[src/hdl/dam_pkg.sv]
// Shared types and constants of the decimal accumulator machine.
package dam_pkg;

   localparam int MEM_WORDS = 100;
   localparam int ADDR_BITS = 7;
   localparam int HALT_WORD = 4300;
   // Instruction words whose magnitude is at or above this cannot hold a valid opcode.
   localparam int INST_LIMIT = 4400;
   // Reciprocal of 100 scaled by 2^19; exact for magnitudes below the limit above.
   localparam int RECIP_100 = 5243;
   localparam int RECIP_SHIFT = 19;

   localparam logic [5:0] OPC_READ   = 6'd10;
   localparam logic [5:0] OPC_WRITE  = 6'd11;
   localparam logic [5:0] OPC_LOAD   = 6'd20;
   localparam logic [5:0] OPC_STORE  = 6'd21;
   localparam logic [5:0] OPC_ADD    = 6'd30;
   localparam logic [5:0] OPC_SUB    = 6'd31;
   localparam logic [5:0] OPC_DIV    = 6'd32;
   localparam logic [5:0] OPC_MUL    = 6'd33;
   localparam logic [5:0] OPC_BR     = 6'd40;
   localparam logic [5:0] OPC_BRNEG  = 6'd41;
   localparam logic [5:0] OPC_BRZERO = 6'd42;
   localparam logic [5:0] OPC_HALT   = 6'd43;

   localparam logic [2:0] ST_OK   = 3'd0;
   localparam logic [2:0] ST_HALT = 3'd1;
   localparam logic [2:0] ST_BAD  = 3'd2;
   localparam logic [2:0] ST_DIV0 = 3'd3;
   localparam logic [2:0] ST_PC   = 3'd4;

   typedef enum logic [3:0] {
      OP_READ, OP_WRITE, OP_LOAD, OP_STORE, OP_ADD, OP_SUB, OP_DIV, OP_MUL,
      OP_BR, OP_BRNEG, OP_BRZERO, OP_HALT, OP_BAD
   } op_type;

   typedef enum logic [2:0] {
      ACC_HOLD, ACC_LOAD, ACC_ADD, ACC_SUB, ACC_MUL, ACC_DIV
   } acc_op_type;

   typedef enum logic [1:0] {MW_NONE, MW_LOAD, MW_READ, MW_ACC} mem_wr_type;

   typedef enum logic [1:0] {PC_HOLD, PC_INC, PC_JUMP} pc_op_type;

   typedef struct packed {
      logic       capture;
      logic       fetch;
      logic       decode;
      logic       sel_opnd;
      acc_op_type acc_op;
      mem_wr_type mem_wr;
      logic       show_out;
      logic       take_read;
      pc_op_type  pc_op;
      logic       stop_wr;
      logic [2:0] stop_code;
      logic       mul_start;
      logic       div_start;
      logic       iter_step;
   } cmd_type;

   typedef struct packed {
      logic   kind;
      logic   stopped;
      logic   pc_oor;
      op_type op;
      logic   acc_neg;
      logic   acc_zero;
      logic   m_zero;
      logic   iter_done;
   } stat_type;

endpackage

[src/hdl/dam_control.sv]
// Controller state machine sequencing load and instruction beats.
module dam_control (
   input  logic              clock,
   input  logic              reset,
   input  logic              req_valid,
   output logic              req_ready,
   output logic              rsp_valid,
   input  logic              rsp_ready,
   input  dam_pkg::stat_type stat,
   output dam_pkg::cmd_type  cmd
);

   typedef enum logic [3:0] {
      S_IDLE, S_FETCH, S_DECODE, S_OPREAD, S_EXEC, S_MUL, S_DIV, S_RESP
   } state_type;

   state_type state_ff, state_in;

   assign req_ready = state_ff == S_IDLE;
   assign rsp_valid = state_ff == S_RESP;

   always_comb begin
      cmd = '0;
      state_in = state_ff;
      unique case (state_ff)
         S_IDLE: begin
            if (req_valid) begin
               cmd.capture = 1'b1;
               state_in = S_RESP;
               if (!stat.kind) begin
                  cmd.mem_wr = dam_pkg::MW_LOAD;
               end else if (stat.stopped) begin
                  state_in = S_RESP;
               end else if (stat.pc_oor) begin
                  cmd.stop_wr = 1'b1;
                  cmd.stop_code = dam_pkg::ST_PC;
               end else begin
                  state_in = S_FETCH;
               end
            end
         end
         S_FETCH: begin
            cmd.fetch = 1'b1;
            state_in = S_DECODE;
         end
         S_DECODE: begin
            cmd.decode = 1'b1;
            state_in = S_OPREAD;
         end
         S_OPREAD: begin
            cmd.sel_opnd = 1'b1;
            state_in = S_EXEC;
         end
         S_EXEC: begin
            state_in = S_RESP;
            cmd.pc_op = dam_pkg::PC_INC;
            unique case (stat.op)
               dam_pkg::OP_READ: begin
                  cmd.mem_wr = dam_pkg::MW_READ;
                  cmd.take_read = 1'b1;
               end
               dam_pkg::OP_WRITE:  cmd.show_out = 1'b1;
               dam_pkg::OP_LOAD:   cmd.acc_op = dam_pkg::ACC_LOAD;
               dam_pkg::OP_STORE:  cmd.mem_wr = dam_pkg::MW_ACC;
               dam_pkg::OP_ADD:    cmd.acc_op = dam_pkg::ACC_ADD;
               dam_pkg::OP_SUB:    cmd.acc_op = dam_pkg::ACC_SUB;
               dam_pkg::OP_DIV: begin
                  cmd.pc_op = dam_pkg::PC_HOLD;
                  if (stat.m_zero) begin
                     cmd.stop_wr = 1'b1;
                     cmd.stop_code = dam_pkg::ST_DIV0;
                  end else begin
                     cmd.div_start = 1'b1;
                     state_in = S_DIV;
                  end
               end
               dam_pkg::OP_MUL: begin
                  cmd.pc_op = dam_pkg::PC_HOLD;
                  cmd.mul_start = 1'b1;
                  state_in = S_MUL;
               end
               dam_pkg::OP_BR:     cmd.pc_op = dam_pkg::PC_JUMP;
               dam_pkg::OP_BRNEG: begin
                  if (stat.acc_neg) begin
                     cmd.pc_op = dam_pkg::PC_JUMP;
                  end
               end
               dam_pkg::OP_BRZERO: begin
                  if (stat.acc_zero) begin
                     cmd.pc_op = dam_pkg::PC_JUMP;
                  end
               end
               dam_pkg::OP_HALT: begin
                  cmd.pc_op = dam_pkg::PC_HOLD;
                  cmd.stop_wr = 1'b1;
                  cmd.stop_code = dam_pkg::ST_HALT;
               end
               default: begin
                  cmd.pc_op = dam_pkg::PC_HOLD;
                  cmd.stop_wr = 1'b1;
                  cmd.stop_code = dam_pkg::ST_BAD;
               end
            endcase
         end
         S_MUL, S_DIV: begin
            if (stat.iter_done) begin
               cmd.acc_op = (state_ff == S_MUL) ? dam_pkg::ACC_MUL : dam_pkg::ACC_DIV;
               cmd.pc_op = dam_pkg::PC_INC;
               state_in = S_RESP;
            end else begin
               cmd.iter_step = 1'b1;
            end
         end
         S_RESP: begin
            if (rsp_ready) begin
               state_in = S_IDLE;
            end
         end
         default: begin
            state_in = S_IDLE;
         end
      endcase
   end

   always_ff @(posedge clock) begin
      if (reset) begin
         state_ff <= S_IDLE;
      end else begin
         state_ff <= state_in;
      end
   end

   a_one_start: assert property (@(posedge clock) disable iff (reset)
      !(cmd.mul_start && cmd.div_start))
      else $error("multiply and divide started together");
   a_resp_hold: assert property (@(posedge clock) disable iff (reset)
      rsp_valid && !rsp_ready |=> rsp_valid)
      else $error("result beat withdrawn before it was taken");
   a_no_write_busy: assert property (@(posedge clock) disable iff (reset)
      cmd.mem_wr == dam_pkg::MW_LOAD |-> state_ff == S_IDLE)
      else $error("load write outside the idle state");

endmodule

[config.mk]
export PLATFORM = sky130hd
export DESIGN_NAME = dam_control
export DESIGN_NICKNAME = d
export VERILOG_FILES = /design/src/hdl/dam_pkg.sv /design/src/hdl/dam_control.sv
export SDC_FILE = /design/constraint.sdc
export NUM_CORES = 1
export LEC_CHECK = 0
export ABC_AREA = 1
export BUFFER_PORTS_ARGS = -buffer_cell sky130_fd_sc_hd__buf_2
export CAP_MARGIN = 20
export CORE_AREA = 2 2 39 41
export CTS_BUF_LIST = sky130_fd_sc_hd__clkbuf_8
export CTS_CLUSTER_DIAMETER = 50
export DETAILED_ROUTE_END_ITERATION = 8
export DIE_AREA = 0 0 41 43
export PLACE_DENSITY = 0.89
export SYNTH_ARGS = -nofsm -noshare
export SYNTH_HDL_FRONTEND = slang
export SYNTH_SLANG_ARGS = --single-unit
[constraint.sdc]
create_clock -name clock -period 2.3 [get_ports clock]
set_input_delay 0.345 -clock clock [delete_from_list [all_inputs] [get_ports clock]]
set_output_delay 0.345 -clock clock [all_outputs]
set_load 0.03 [all_outputs]
=== Yosys cells after proc, flatten, opt, wreduce, memory -nomap -nowiden ===
Index checks and enable logic that the tools add are counted.

* Flip-flop bits (word level): 4
* Input bits: 15
* Output and inout port bits: 22
* Word-level logic and storage cells: 71

* Equal/unequal tests: 21
* Multiplexer cells: 43
* Reduce and logical (&&, ||, !) cells: 6

{| class="wikitable"
|+ Operators with widths
! operator !! count
|-
| two-way mux 4 bit || 10
|-
| equality test 4 x 3 -> 1 bit (second input constant) || 8
|-
| one-hot mux 4 bit (7 select lines) || 1
|-
| two-way mux 1 bit || 17
|-
| equality test 4 x 2 -> 1 bit (second input constant) || 4
|-
| equality test 4 bit (second input constant) || 4
|-
| one-hot mux 2 bit (2 select lines) || 4
|-
| one-hot mux 4 bit (3 select lines) || 1
|-
| OR reduction 10 bit || 1
|-
| equality test 4 x 1 -> 1 bit (second input constant) || 2
|-
| logical NOT 4 bit || 2
|-
| two-way mux 2 bit || 4
|-
| one-hot mux 2 bit (4 select lines) || 1
|-
| one-hot mux 4 bit (2 select lines) || 1
|-
| two-way mux 3 bit || 2
|-
| one-hot mux 2 bit (3 select lines) || 1
|-
| one-hot mux 3 bit (2 select lines) || 1
|-
| OR reduction 6 bit || 1
|-
| != test 2 bit (second input constant) || 2
|-
| AND reduction 3 bit || 1
|-
| != test 2 x 1 -> 1 bit (second input constant) || 1
|-
| OR reduction 2 bit || 1
|}

=== Logic depth before layout (Yosys ltp) ===
* Word-level depth: 5
* Depth in mapped cells: 9
* Mapped depth without buffers: 8

=== Worst setup path after synthesis ===
Ideal clock, no wire load.

* Path kind: reg2out
* Start: register state_ff[1]
* End: output cmd[6] in the netlist's numbering
* Arrival time: 1.889 ns
* Data required time: 1.955 ns
* Path slack: 0.066 ns
* Cell stages (with the launch flop): 9
* Path buffers: 1
* Path through: dfxtp_1 clkbuf_8 nor2_1 nand2_1 nor2_2 inv_1 nor2_1 nor2_1 o21ai_0

{| class="wikitable"
|+ RTL lines
! what !! line !! text
|-
| start: declaration || dam_control.sv:17 || <nowiki>state_type state_ff, state_in;</nowiki>
|-
| start signal: assignment || dam_control.sv:129 || <nowiki>state_ff <= state_in;</nowiki>
|-
| end: declaration || dam_control.sv:10 || <nowiki>output dam_pkg::cmd_type cmd</nowiki>
|}

==> flow_metrics.py <==
metrics = {
    "setup_path": {
        "slowest_stage": "dfxtp_1",
        "cp.depth": 5,
        "crit_buf_inv": 2,
        "critical_path.max_stage_delay_ns": 0.42,
        "reg2reg_depth": 7,
        "crit_required_ns": 1.96,
        "crit_path_start_kind": "flop",
        "path_delay_family": "flip-flops",
        "cp-end-kind": "primary output",
        "crit_fanout": 7,
        "arrival_ns": 1.53,
        "crit_type": "reg -> out",
        "critical_path.cell_chain": "inv_1 -> nor2_4 -> nand3_1 -> o22ai_1 -> buf_2",
    },
    "floorplan": {
        "ios": 37,
        "dieHeight_um": 43,
        "core_um2": 1380,
        "die-width_um": 41,
        "start_util_pct": 38.2,
        "dieArea_um2": 1760,
        "num_rows": 14,
    },
    "global_routing": {
        "grt_overflow": 0,
        "grt_max_degree": 10,
        "antenna_found_initial": 0,
        "grt_pass1_vias": 592,
        "grt_pass1_wl_um": 2210,
        "grt.total_usage_pct": 17.2,
    },
    "final_layout": {
        "fin_nets": 163,
        "top_regs": "state_ff x3",
        "final_cell_mix": "buf_2 (36), nand2_1 (28), nor2_1 (22), inv_1 (22), nand3_1 (8)",
        "top_register": "state_ff",
        "nFillCells": 151,
        "area_delta_synth_final_pct": 43.8,
        "antenna_cells": 0,
        "layout_commonest_cell": "buf_2",
        "drive_above_1_share_pct": 29.3,
        "largest_reg_flops": 3,
    },
    "placed_design": {
        "gp_congestion": 0.995,
        "post-place-ws_ns": 0.607,
        "dp_hpwl_um": 1300,
        "io_buffers": 36,
    },
    "routing": {
        "wl_met2_um": 722,
        "drt-met1-wl_um": 688,
        "drtIter0Drc": 25,
        "wl_per_cell_um": 9.50,
        "vias": 800,
        "top_layer": "met4",
        "drtAntennaViolNets": 0,
        "remaining_drc_errors": 0,
        "drtPass1Iterations": 4,
        "vias_per_cell": 4.91,
        "dr_wl_met3_um": 124,
        "wl_um": 1550,
    },
    "flow_run": {
        "max_cap_violations": 0,
    },
    "power": {
        "p_leak_uw": 0.000490,
        "power_density_nw_per_um2": 1100,
        "switchingPower_uw": 479,
        "power.share.combinational_pct": 66.9,
        "seqPwrFrac_pct": 15.2,
        "netSwitchingFraction_pct": 57.6,
        "peakVddDrop_uv": 464,
        "clockPowerShare_pct": 17.9,
        "intPower_uw": 353,
    },
    "clock_network": {
        "numClockSinks": 3,
        "clk_latency_ns": 0.22,
        "cts_buffers": 3,
        "cts_tree": "yes",
        "htreeDepth": 1,
        "path_clk_slew_ns": 0.03,
        "cts_resized": 0,
        "cts_buffer_depth": 2,
        "cts_root_buf": "clkbuf_8",
        "cts_setup_buffers": 0,
        "postCtsHoldBufs": 0,
    },
    "sta": {
        "setup_tns_ns": 0,
        "clock_skew_ns": 0.000285,
        "worst_slew_pin_slew_ns": 0.292,
        "fin_crit_sh_pct": 81.5,
        "slew_viol_final": 0,
        "slew_headroom_pct": 80.5,
        "finalHoldViolCount": 0,
        "timing.final.ws_setup_ns": 0.426,
        "rsz0062_at_grt": "no",
        "max_freq_mhz": 534,
        "period_needed_ns": 1.87,
        "finalSetupViolCount": 0,
    },
    "logic_synthesis": {
        "ys_types": 16,
        "synth_seq_cells": 3,
        "yosysWarnings": 0,
        "yosysTopAreaCell": "nand2_1",
        "synth_top_area_share_pct": 19.9,
        "synthesis.area_um2": 528,
        "yosysSeqAreaShare_pct": 11.4,
        "syn_area_per_cell_um2": 4.89,
        "synth.net_count": 123,
        "synthTopCellsByArea": "nand2_1 (20%), nor2_1 (16%), inv_1 (15%)",
        "synthCells": 108,
    },
    "min_path": {
        "hold_path_depth": 2,
        "hold_path_class": "in -> reg",
    },
    "status": {
        "status": "finished, final reports clean",
    },
}
per-stage QoR:
stage               cells  instance area, um2  hold slack (ns)  power, uW  util (%)
detailed placement    159                 714            0.540        682      51.6
CTS                   163                 759            0.314        834      54.9
floorplan             108                 528            0.414        555         -
global placement      159                 714            0.532        666      51.6
global route          163                 759            0.334        899      54.9
finish                163                 759            0.316        832      54.9
power by group through the flow:
| stage | logic, uW | clock network [uW] | registers, uW |
|---|---|---|---|
| floorplan | 452 | 0 | 103 |
| global placement | 543 | 0 | 122 |
| detailed placement | 556 | 0 | 126 |
| CTS | 558 | 152 | 124 |
| global route | 612 | 154 | 132 |
| finish | 557 | 149 | 126 |
cells in the mapped netlist:
master,count
nand4_1,2
a21oi_1,5
dfxtp_1,3
clkbuf_8,1
inv_2,1
o22ai_1,2
nor2_2,1
nor2_4,1
nand2_1,28
o21ai_0,6
nand2_4,1
nand3b_1,2
nor2_1,22
inv_1,21
nand3_1,8
nor3_1,4
logic make-up (layout without fill, tap and decap cells):
kind of cell,count (synthesis),count (layout),share of synthesized area [%]
AND/OR/NAND/NOR,69,69,57.6
flip-flops,3,3,11.4
AO/OA/AOI/OAI,13,13,12.8
buffers and inverters,23,62,18.2
worst paths after layout:
kind	end	startpoint	slack [ns]
worst min-delay path	state_ff[1]$_SDFFE_PP0P_	reset	0.32
worst max register to register	state_ff[0]$_SDFFE_PP0P_	state_ff[1]$_SDFFE_PP0P_	1.00
worst min register to register	state_ff[1]$_SDFFE_PP0P_	state_ff[1]$_SDFFE_PP0P_	0.59
worst max-delay path	cmd[11]	state_ff[2]$_SDFFE_PP0P_	0.43
layout make-up:
cell class / instances / area [um2] / share of cell area [%]
multi-input combinational: 82 / 372 / 48.9
timing repair buffer: 36 / 180 / 23.7
inverter: 22 / 82.6 / 10.9
sequential: 3 / 60.1 / 7.91
clock buffer: 3 / 41.3 / 5.44
tap: 16 / 20.0 / 2.64
clock inverter: 1 / 3.75 / 0.494
metal layers:
layer	vias up	track usage [%]
li1	416	-
met5	-	0
met4	0	3.33
met1	349	24.0
met3	2	3.14
met2	33	26.6
Note: power is estimated with default switching activity, not from simulation.
